<file path="src/design/mst_pkg.sv">
// Shared types, codes and field widths for the min-tracking stack.
package mst_pkg;

    localparam int WORD_W = 32;
    localparam int CMD_W  = 2;
    localparam int STAT_W = 2;
    localparam int CAP_W  = 7;

    localparam logic [CAP_W-1:0] CAP_RESET = 7'd64;

    // in tdata: command, push_value; padded to whole bytes
    localparam int IN_BITS  = CMD_W + WORD_W;
    localparam int IN_TW    = ((IN_BITS + 7) / 8) * 8;
    // out tdata: popped, status, top, min, empty, full
    localparam int OUT_BITS = 3 * WORD_W + STAT_W + 2;
    localparam int OUT_TW   = ((OUT_BITS + 7) / 8) * 8;

    typedef logic signed [WORD_W-1:0] t_word;

    localparam logic [CMD_W-1:0] CMD_PUSH  = 2'd0;
    localparam logic [CMD_W-1:0] CMD_POP   = 2'd1;
    localparam logic [CMD_W-1:0] CMD_QUERY = 2'd2;

    localparam logic [STAT_W-1:0] STAT_OK    = 2'd0;
    localparam logic [STAT_W-1:0] STAT_FULL  = 2'd1;
    localparam logic [STAT_W-1:0] STAT_EMPTY = 2'd2;

    typedef struct packed {
        t_word             popped;
        logic [STAT_W-1:0] status;
        t_word             top;
        t_word             min;
        logic              empty;
        logic              full;
    } t_result;

endpackage

</file>
<file path="src/design/mst_ram.sv">
// Single-port-write, single-port-read synchronous RAM with registered read data.
module mst_ram #(
    parameter int DEPTH = 64,
    parameter int AW    = 6
) (
    input  logic              i_clk,
    input  logic              i_wr_en,
    input  logic [AW-1:0]     i_wr_addr,
    input  mst_pkg::t_word    i_wr_data,
    input  logic              i_rd_en,
    input  logic [AW-1:0]     i_rd_addr,
    output mst_pkg::t_word    o_rd_data
);
    import mst_pkg::*;

    t_word r_mem [DEPTH];
    t_word r_rd_data;

    always_ff @(posedge i_clk) begin
        if (i_wr_en) begin
            r_mem[i_wr_addr] <= i_wr_data;
        end
        if (i_rd_en) begin
            r_rd_data <= r_mem[i_rd_addr];
        end
    end

    assign o_rd_data = r_rd_data;

endmodule

</file>
<file path="src/design/mst_ctrl.sv">
// Sequencer: command decode, cached top/min, counts, capacity and result register.
module mst_ctrl #(
    parameter int MAX_DEPTH = 64,
    parameter int AW        = 6,
    parameter int CW        = 7
) (
    input  logic                        i_clk,
    input  logic                        i_rst_n,
    input  logic                        i_cfg_wen,
    input  logic [mst_pkg::CAP_W-1:0]   i_cfg_wdata,
    input  logic                        i_in_valid,
    output logic                        o_in_ready,
    input  logic [mst_pkg::CMD_W-1:0]   i_command,
    input  mst_pkg::t_word              i_push_value,
    output logic                        o_out_valid,
    input  logic                        i_out_ready,
    output mst_pkg::t_result            o_result,
    output logic                        o_vwr_en,
    output logic                        o_mwr_en,
    output logic [AW-1:0]               o_vwr_addr,
    output logic [AW-1:0]               o_mwr_addr,
    output mst_pkg::t_word              o_wr_data,
    output logic                        o_rd_en,
    output logic [AW-1:0]               o_vrd_addr,
    output logic [AW-1:0]               o_mrd_addr,
    input  mst_pkg::t_word              i_vrd_data,
    input  mst_pkg::t_word              i_mrd_data
);
    import mst_pkg::*;

    localparam int CMPW = (CW > CAP_W) ? CW : CAP_W;

    localparam logic [1:0] ST_IDLE  = 2'd0;
    localparam logic [1:0] ST_EXEC  = 2'd1;
    localparam logic [1:0] ST_FETCH = 2'd2;

    logic [1:0]       r_state, n_state;
    logic [CMD_W-1:0] r_cmd;
    t_word            r_val;
    logic [CW-1:0]    r_count, n_count;
    logic [CW-1:0]    r_mcount, n_mcount;
    t_word            r_top, n_top;
    t_word            r_min, n_min;
    logic [CAP_W-1:0] r_cap;
    logic             r_out_valid, n_out_valid;
    t_result          r_out, n_out;

    logic [CMPW-1:0]  eff_cap;
    logic             out_free;
    logic             is_full_now;
    logic             min_hit;
    logic             push_min;

    always_comb begin
        eff_cap = CMPW'(r_cap);
        if (r_cap == '0) begin
            eff_cap = CMPW'(1);
        end else if (eff_cap > CMPW'(MAX_DEPTH)) begin
            eff_cap = CMPW'(MAX_DEPTH);
        end
    end

    assign out_free    = !r_out_valid || i_out_ready;
    assign is_full_now = CMPW'(r_count) >= eff_cap;
    assign min_hit     = (r_mcount != '0) && (r_top == r_min);
    assign push_min    = (r_mcount == '0) || (r_val <= r_min);

    assign o_in_ready  = (r_state == ST_IDLE);
    assign o_out_valid = r_out_valid;
    assign o_result    = r_out;

    // next top sits one below the current top in both stacks
    assign o_rd_en    = (r_state == ST_EXEC) && (r_cmd == CMD_POP);
    assign o_vrd_addr = AW'(r_count - CW'(2));
    assign o_mrd_addr = AW'(r_mcount - CW'(2));
    assign o_vwr_addr = r_count[AW-1:0];
    assign o_mwr_addr = r_mcount[AW-1:0];
    assign o_wr_data  = r_val;

    always_comb begin
        n_state     = r_state;
        n_count     = r_count;
        n_mcount    = r_mcount;
        n_top       = r_top;
        n_min       = r_min;
        n_out_valid = r_out_valid && !i_out_ready;
        n_out       = r_out;
        o_vwr_en    = 1'b0;
        o_mwr_en    = 1'b0;

        unique case (r_state)
            ST_IDLE: begin
                if (i_in_valid) begin
                    n_state = ST_EXEC;
                end
            end
            ST_EXEC: begin
                if (r_cmd == CMD_POP && r_count != '0) begin
                    n_state = ST_FETCH;
                end else if (out_free) begin
                    n_state     = ST_IDLE;
                    n_out_valid = 1'b1;
                    n_out.popped = '0;
                    n_out.status = STAT_OK;
                    if (r_cmd == CMD_PUSH) begin
                        if (is_full_now) begin
                            n_out.status = STAT_FULL;
                        end else begin
                            o_vwr_en = 1'b1;
                            n_count  = r_count + CW'(1);
                            n_top    = r_val;
                            if (push_min) begin
                                o_mwr_en = 1'b1;
                                n_mcount = r_mcount + CW'(1);
                                n_min    = r_val;
                            end
                        end
                    end else if (r_cmd == CMD_POP) begin
                        n_out.status = STAT_EMPTY;
                    end
                    n_out.top   = (n_count != '0) ? n_top : '0;
                    n_out.min   = (n_count != '0) ? n_min : '0;
                    n_out.empty = (n_count == '0);
                    n_out.full  = CMPW'(n_count) >= eff_cap;
                end
            end
            ST_FETCH: begin
                if (out_free) begin
                    n_state     = ST_IDLE;
                    n_out_valid = 1'b1;
                    n_count     = r_count - CW'(1);
                    n_top       = (n_count != '0) ? i_vrd_data : '0;
                    if (min_hit) begin
                        n_mcount = r_mcount - CW'(1);
                        n_min    = (n_mcount != '0) ? i_mrd_data : '0;
                    end
                    n_out.popped = r_top;
                    n_out.status = STAT_OK;
                    n_out.top    = n_top;
                    n_out.min    = (n_count != '0) ? n_min : '0;
                    n_out.empty  = (n_count == '0);
                    n_out.full   = CMPW'(n_count) >= eff_cap;
                end
            end
            default: begin
                n_state = ST_IDLE;
            end
        endcase
    end

    always_ff @(posedge i_clk) begin
        if (!i_rst_n) begin
            r_state     <= ST_IDLE;
            r_count     <= '0;
            r_mcount    <= '0;
            r_top       <= '0;
            r_min       <= '0;
            r_cap       <= CAP_RESET;
            r_out_valid <= 1'b0;
        end else begin
            r_state     <= n_state;
            r_count     <= n_count;
            r_mcount    <= n_mcount;
            r_top       <= n_top;
            r_min       <= n_min;
            r_out_valid <= n_out_valid;
            if (i_cfg_wen) begin
                r_cap <= i_cfg_wdata;
            end
        end
    end

    always_ff @(posedge i_clk) begin
        r_out <= n_out;
        if (r_state == ST_IDLE && i_in_valid) begin
            r_cmd <= i_command;
            r_val <= i_push_value;
        end
    end

endmodule

</file>
<file path="src/design/min_tracking_stack_top.sv">
// Min-tracking stack: bounded LIFO of signed words with running minimum.
//
// Input stream (s side): one command per transaction, push, pop or query.
//   Command code 3 acts as a query. Ready is high only while idle, so one
//   command is in flight at a time.
// Output stream (m side): exactly one result per command: popped value,
//   status, new top, new minimum, empty and full flags.
// Config: i_cfg_wen/i_cfg_wdata write the capacity (0 acts as 1, values
//   above MAX_DEPTH act as MAX_DEPTH). Write only while idle.
// Timing: with the output free, a push or query result is registered as
//   the sequencer leaves EXEC, and a pop result on a non-empty stack as it
//   leaves FETCH, after EXEC, since the entry below the top comes out of a
//   registered RAM read. Ready returns with the result, so a new command is
//   accepted only once the previous result is registered. The top and minimum
//   are cached in registers; both stacks live in RAMs with one write and one read port.
// Reset: counts cleared, capacity back to 64, output invalid. RAM contents
//   are not cleared; entries are only read after being written.
// Stall: a result waits in the output register while the next command can
//   be accepted; that command then waits before committing until the
//   output register frees up.
module min_tracking_stack_top #(
    parameter int MAX_DEPTH = 64
) (
    input  logic                          i_clk,
    input  logic                          i_rst_n,
    input  logic                          i_cfg_wen,
    input  logic [mst_pkg::CAP_W-1:0]     i_cfg_wdata,
    input  logic                          i_s_tvalid,
    output logic                          o_s_tready,
    // [1:0] command, [33:2] push_value, rest zero
    input  logic [mst_pkg::IN_TW-1:0]     i_s_tdata,
    output logic                          o_m_tvalid,
    input  logic                          i_m_tready,
    // [31:0] popped_value, [33:32] status, [65:34] top_value,
    // [97:66] min_value, [98] is_empty, [99] is_full, rest zero
    output logic [mst_pkg::OUT_TW-1:0]    o_m_tdata
);
    import mst_pkg::*;

    localparam int AW = (MAX_DEPTH > 1) ? $clog2(MAX_DEPTH) : 1;
    localparam int CW = $clog2(MAX_DEPTH + 1);

    t_result          res;
    logic             vwr_en, mwr_en, rd_en;
    logic [AW-1:0]    vwr_addr, mwr_addr, vrd_addr, mrd_addr;
    t_word            wr_data, vrd_data, mrd_data;

    mst_ctrl #(
        .MAX_DEPTH (MAX_DEPTH),
        .AW        (AW),
        .CW        (CW)
    ) u_ctrl (
        .i_clk        (i_clk),
        .i_rst_n      (i_rst_n),
        .i_cfg_wen    (i_cfg_wen),
        .i_cfg_wdata  (i_cfg_wdata),
        .i_in_valid   (i_s_tvalid),
        .o_in_ready   (o_s_tready),
        .i_command    (i_s_tdata[CMD_W-1:0]),
        .i_push_value (i_s_tdata[CMD_W+WORD_W-1:CMD_W]),
        .o_out_valid  (o_m_tvalid),
        .i_out_ready  (i_m_tready),
        .o_result     (res),
        .o_vwr_en     (vwr_en),
        .o_mwr_en     (mwr_en),
        .o_vwr_addr   (vwr_addr),
        .o_mwr_addr   (mwr_addr),
        .o_wr_data    (wr_data),
        .o_rd_en      (rd_en),
        .o_vrd_addr   (vrd_addr),
        .o_mrd_addr   (mrd_addr),
        .i_vrd_data   (vrd_data),
        .i_mrd_data   (mrd_data)
    );

    mst_ram #(.DEPTH(MAX_DEPTH), .AW(AW)) u_value_ram (
        .i_clk     (i_clk),
        .i_wr_en   (vwr_en),
        .i_wr_addr (vwr_addr),
        .i_wr_data (wr_data),
        .i_rd_en   (rd_en),
        .i_rd_addr (vrd_addr),
        .o_rd_data (vrd_data)
    );

    mst_ram #(.DEPTH(MAX_DEPTH), .AW(AW)) u_min_ram (
        .i_clk     (i_clk),
        .i_wr_en   (mwr_en),
        .i_wr_addr (mwr_addr),
        .i_wr_data (wr_data),
        .i_rd_en   (rd_en),
        .i_rd_addr (mrd_addr),
        .o_rd_data (mrd_data)
    );

    assign o_m_tdata = OUT_TW'({res.full, res.empty, res.min, res.top,
                                res.status, res.popped});

endmodule

</file>
<file path="config.mk">
export PLATFORM = sky130hd
export DESIGN_NAME = min_tracking_stack_top
export DESIGN_NICKNAME = d
export VERILOG_FILES = /design/src/design/mst_pkg.sv /design/src/design/mst_ram.sv /design/src/design/mst_ctrl.sv /design/src/design/min_tracking_stack_top.sv
export SDC_FILE = /design/constraint.sdc
export NUM_CORES = 2
export LEC_CHECK = 0
export CAP_MARGIN = 10
export CORE_MARGIN = 2
export CORE_UTILIZATION = 64
export CTS_BUF_LIST = sky130_fd_sc_hd__clkbuf_4
export CTS_CLUSTER_DIAMETER = 150
export DETAILED_ROUTE_END_ITERATION = 8
export DONT_BUFFER_PORTS = 1
export PLACE_DENSITY = 0.84
export SLEW_MARGIN = 20
export SYNTH_ARGS = -nofsm -noshare
export SYNTH_HDL_FRONTEND = slang
export SYNTH_SLANG_ARGS = --single-unit
</file>
<file path="constraint.sdc">
create_clock -name i_clk -period 13.6 [get_ports i_clk]
set_clock_uncertainty 0.2 [all_clocks]
set_input_delay 0.68 -clock i_clk [delete_from_list [all_inputs] [get_ports i_clk]]
set_output_delay 0.68 -clock i_clk [all_outputs]
set_load 0.005 [all_outputs]
</file>
# == Yosys cells after proc, flatten, opt, wreduce, memory -nomap -nowiden ==
# Memories as Yosys holds them, arrays and structs flattened. A register that Yosys moved wholly into a read port is not among the register bits.
# Cells that the tools add are included.
# totals
register_bits,222
input_bits,52
ramBits,4096
memories,2
# op_classes
add_sub_neg,6
mux,67
n_eq_ne,12
n_reduce_logical,23
order_cmp,5
# mem_list
name,depth,word_bits,rd,rd_clocked_by_memory_dff,wr,line_no,source
u_min_ram.r_mem,64,32,1,1,1,mst_ram.sv:16,t_word r_mem [DEPTH];
u_value_ram.r_mem,64,32,1,1,1,mst_ram.sv:16,
# op_table
operator,n
2-to-1 mux 32 bit,17
2-to-1 mux 100 bit,3
one-hot mux 100 bit (2 select lines),1
one-hot mux 32 bit (2 select lines),2
2-to-1 mux 7 bit,17
nonzero test 7 bit,5
equality test 32 bit,1
<= comparator 32 bit,1
zero test 7 bit,4
one-hot mux 7 bit (2 select lines),2
greater-or-equal comparator 7 bit,3
2-to-1 mux 1 bit,18
adder 7 x 1 -> 7 bit (second input constant),2
subtractor 7 x 1 -> 7 bit (second input constant),2
subtractor 6 x 2 -> 6 bit (second input constant),2
2-to-1 mux 2 bit,5
!= test 2 x 1 -> 1 bit (second input constant),4
!= test 2 bit (second input constant),4
AND reduction 8 bit,1
> comparator 7 bit (second input constant),1
one-hot mux 2 bit (3 select lines),1
logical AND 1 bit,5
equality test 2 x 1 -> 1 bit (second input constant),2
zero test 2 bit,2
other kinds (6),8

# == Longest topological paths before layout ==
# depth
ltp_word,14
ltp_mapped,17
mapped_depth_nobuf,15

# == Modules after synthesis ==
# A second synthesis with hierarchy kept.
# unflattened
cells_unflattened,7814
hier_area_um2,169585.1
# modules_own_cells
module,seq_area_each_um2,cells_each,area_each_um2,instances
mst_ram,62459.9,3324,78835.6,2
mst_ctrl,5785.5,1161,11880.1,1
min_tracking_stack_top,0.0,5,33.8,1

# == Least setup slack after synthesis ==
# No wires, ideal clock.
# synth_timing
kind,flip-flop to flip-flop
startpoint,register u_ctrl.r_val[31] (netlist: u_ctrl.o_wr_data[31])
endpoint,"memory u_min_ram.r_mem[11][0] in the netlist's numbering, enable pin"
path_buffers,2
slack_ns,5.969
setup_time_ns,0.502
arrival_time_ns,6.930
stages_incl_launch_ff,11
synth_period_minus_slack_ns,7.631
cell_sequence,edfxtp_1 > ha_1 > nand4_1 > or2_1 > a211oi_1 > nor4b_1 > o211ai_1 > nor3b_1 > clkbuf_1 > clkbuf_1 > nor4_1
# synth_via
elab_chain_len,10
# synth_rtl
element,line_no,source
start: declaration,mst_ctrl.sv:39,t_word r_val;
start signal: assignment,mst_ctrl.sv:177,r_val <= i_push_value;
<= comparator 32 bit,mst_ctrl.sv:66,assign push_min = (r_mcount == '0) || (r_val <= r_min);
logical OR 1 bit,mst_ctrl.sv:66,
2-to-1 mux 1 bit,mst_ctrl.sv:112,if (push_min) begin
2-to-1 mux 1 bit,mst_ctrl.sv:106,if (is_full_now) begin
2-to-1 mux 1 bit,mst_ctrl.sv:105,if (r_cmd == CMD_PUSH) begin
2-to-1 mux 1 bit,mst_ctrl.sv:100,end else if (out_free) begin
2-to-1 mux 1 bit,mst_ctrl.sv:98,if (r_cmd == CMD_POP && r_count != '0) begin
2-to-1 mux 1 bit,mst_ctrl.sv:91,unique case (r_state)
2-to-1 mux 1 bit,mst_ram.sv:20,if (i_wr_en) begin
2-to-1 mux 1 bit (not written as such),mst_ram.sv:21,r_mem[i_wr_addr] <= i_wr_data;
end: declaration,mst_ram.sv:16,
# No other way between the ends.

# == Worst setup path after layout ==
# layout_timing
startpoint,register u_ctrl.r_count[4]
endpoint,register u_ctrl.r_min[25]
# layout_via
elab_chain_len,6
word_cells_on_any_way,10
classes_between,1 x order compare; 1 x eq/ne; 5 x mux; 3 x reduce/logical
# layout_rtl
element,line_no,source
start: declaration,mst_ctrl.sv:40,"logic [CW-1:0] r_count, n_count;"
start signal: assignment,mst_ctrl.sv:162,r_count <= n_count;
greater-or-equal comparator 7 bit,mst_ctrl.sv:64,assign is_full_now = CMPW'(r_count) >= eff_cap;
2-to-1 mux 32 bit,mst_ctrl.sv:106,
2-to-1 mux 32 bit,mst_ctrl.sv:105,
2-to-1 mux 32 bit,mst_ctrl.sv:100,
2-to-1 mux 32 bit,mst_ctrl.sv:98,
one-hot mux 32 bit (2 select lines),mst_ctrl.sv:91,
end signal: assignment,mst_ctrl.sv:165,r_min <= n_min;
end: declaration,mst_ctrl.sv:43,"t_word r_min, n_min;"
# Parallel ways exist; a longest one is shown, timed or not. The select of a mux whose other input is x is not followed.
# A chain may end at the register's enable or synchronous reset.

==> metrics <==
status=finished with violations; failing checks=DRC; Crit Path Class=register to register; final worst slack=7.393 ns; largest area contributor in the netlist=edfxtp_1; Area contributors post-synth=edfxtp_1 (76%), mux4_2 (18%), dfxtp_1 (1.0%); Vias=93000; largest family of logic cells by synthesized area=multiplexers; Final Cycle Share=45.64%; core area=264400 um^2; final WL=504.2 mm; Filler Cell Count=14080; most numerous cell on the critical path=buf_4; CTS root buf=clkbuf_4; grt total ovfl=0; Synth cell types=65; # DRC=80; Die Height=518.9 um; Worst Setup Start Kind=register; Tot Pwr=27.40 mW; CP required=14.96 ns; post-route ant nets=0; nets@finish=8511; simple-gate portion of the synthesized area=1.521%; RD Place Congestion=0.9317; clock tree buffer depth=5; Worst-path clk slew=0.08 ns; fin crit period=6.207 ns; setup TNS=0 ns; clock net sink count=4382; dpl ws=7.558 ns; Max Cap Viol=0; final hold vios=0; post-synthesis register bit count=4382; XOR/XNOR Fraction of Synth Area=0.2943%; Worst-Skew Late Latency=1.72 ns; CP max FO=73; Worst Setup SP=u_ctrl.r_count[4]; # rows=189; worst r2r src=u_ctrl.r_count[4]; slowest stage delay, CP=0.85 ns; buffers added on ports=0; setup violators final=0; fin. max-slew vios=0; FF/Latch Area=130700 um^2; TritonRoute pass-1 iters=9; CP endpoint kind=register; Yosys warning count=0; Post-synth EDFFs=4294; DR vias/cell=7.356; Slowest cell on crit path=or3_1; Post-synth top flop=edfxtp_1; Synth Area in Compound Gates=1.339%; Initial DRC Count=19040; Hold Crit Class=input pin to register; largest net degree at the start of global routing=139; first-pass GRT wire length=697.7 mm; H-tree depth=7; GRT Overall Usage=38.06%; unrepaired setup endpoints after global routing=false; Die X=518.9 um; part of the Yosys area used for sequential elements=77.04%; Post-Synthesis Cells=7262; Syn Area/Cell=23.36 um^2; share of cells above drive strength 1=37.70%; wire per inst=39.88 um; PwrDens=144.1 nW/um^2; CTS tree=built; multi-input logic area=38110 um^2; Max-slew headroom=15.96%; crit-path leading delay family=simple AND/OR/NAND/NOR gates; initial core utilization=64.17%; Pleak=58.90 nW; Synth top area share=76.01%; Area growth syn-to-layout=12.10%; Arr. time, crit path=7.57 ns; IO Pins=158; clock buffer count from CTS=1130; synthesized area=169700 um^2; number of buffers and inverters on the critical path=4; share of synthesized registers carrying an async set or reset=0%; peak supply drop=0.09247 mV; number of global-route vias before repair=93600; Worst-Margin Slew=1.226 ns; adder-cell share of the synthesized area=0.5531%; initial antenna violation count=60; detailed placement HPWL=259.7 mm; die area=269200 um^2; CP Cell Sequence=or3_1, nor4b_4, nor3_1, or3_2, buf_4, inv_6, buf_4, nand3_1, buf_4, o22ai_1; portion of netlist area occupied by mux cells=18.14%; hold_sp=i_s_tdata[22]; f_max=161.1 MHz
-- timing repair --
| action | CTS | global route |
|---|---|---|
| resized for setup | 0 | 0 |
| buffers inserted | 0 | 0 |
| hold endpoints to repair | 182 | 0 |
| hold buffers | 135 | 0 |
-- cells by family (layout without fill, tap and decap cells) --
logic type	Yosys count	after routing
flops	4382	4382
mux	1416	1416
simple gates	512	512
buf+inv	471	2286
compound gates	348	348
fa+ha+maj	75	75
xor+xnor	57	57
other cells	1	33
-- cell type report --
| class | instances | area share, % |
|---|---|---|
| tap | 3533 | 2.324 |
| inverter | 54 | 0.1092 |
| sequential | 4382 | 68.74 |
| clock inverter | 259 | 0.6329 |
| antenna | 29 | 0.03816 |
| multi-input combinational | 2412 | 20.04 |
| clock buffer | 1569 | 6.194 |
| timing repair buffer | 404 | 1.924 |
-- stage by stage --
step	util [%]	std cells	cell area [um^2]	hold WS (ns)
6_report	71.93	12640	190200	0.2922
3_5_place_dp	66.45	10650	175700	0.3362
3_3_place_gp	66.45	10650	175700	0.3129
4_1_cts	71.88	12610	190000	0.09834
2_1_floorplan	-	7265	169700	0.2612
5_1_grt	71.91	12620	190100	0.2356
-- flip-flops by register name, summed over array words and instances (netlist names), 32 cells and up --
signal,flops
u_ctrl.r_min,32
u_value_ram.o_rd_data,32
u_min_ram.r_mem,2048
u_ctrl.r_top,32
u_value_ram.r_mem,2048
u_min_ram.o_rd_data,32
u_ctrl.o_result,100
u_ctrl.o_wr_data,32
-- placed cells by master (no fill, tap or decap), types with 37 or more instances in the layout --
| cell type | instances |
|---|---|
| buf_4 | 246 |
| mux2i_1 | 60 |
| a22oi_1 | 96 |
| mux4_2 | 1323 |
| nor2_1 | 38 |
| dlygate4sd3_1 | 133 |
| a21oi_1 | 77 |
| o22ai_1 | 64 |
| clkinv_1 | 202 |
| dfxtp_1 | 84 |
| clkbuf_4 | 1569 |
| nand2_1 | 109 |
| o21ai_0 | 45 |
| edfxtp_1 | 4294 |
| nand3_1 | 63 |
| and2_1 | 66 |
| xor2_1 | 37 |
| inv_1 | 50 |
| ha_1 | 72 |
| nor2_4 | 67 |
-- cells in the mapped netlist (3+ instances only) --
master and number:
and3_1 3, nor3_1 43, buf_4 6, or3_1 5, a31oi_1 3, o211ai_1 9
nand4_1 11, mux2i_1 60, nor2b_1 29, a22oi_1 96, and4_1 3, buf_2 53
and2_1 67, mux4_2 1323, nand3b_1 3, nand2_1 109, a21o_1 8, xor2_1 40
nor3b_1 3, mux2_2 33, clkbuf_1 258, edfxtp_1 4294, nand3_1 66, buf_1 97
a211oi_1 23, nor2_1 106, dfxtp_1 88, o21ai_0 45, o22ai_1 64, inv_1 50
or4_1 3, nand2b_1 6, buf_6 3, ha_1 75, xnor2_1 17, nor4_1 45
a21oi_1 79
-- per-layer routing --
metal	share of wire [%]	track usage, %	up-vias
met5	0.060	0	-
met4	7.5	24.51	44
met3	17	16.08	2221
met2	46	55.81	10280
met1	30	47.09	46410
li1	-	-	34050
-- path summary, 6_finish.rpt --
kind                          end  depth (start not counted)  slack (ns)
min reg2reg    u_ctrl.r_mcount[6]                          2        0.37
max              u_ctrl.r_min[25]                         10        7.39
max reg2reg      u_ctrl.r_min[25]                         10        7.39
min          u_ctrl.o_wr_data[20]                          2        0.29
-- worst register-to-register path, cell delays in order, from the launching register on --
cell     delay (ns)
dfxtp_1        0.53
or3_1          0.86
nor4b_4        0.47
nor3_1         0.13
or3_2          0.50
buf_4          0.34
inv_6          0.76
buf_4          0.71
nand3_1        0.84
buf_4          0.50
o22ai_1        0.30
-- power breakdown --
group	total [mW]	switching, mW	internal (mW)	leakage (nW)
Sequential	15.0	0.0719	14.9	39.4
Combinational	1.68	1.04	0.638	11.7
Clock	10.8	5.33	5.42	7.84
Note: power is estimated with default switching activity, not from simulation.
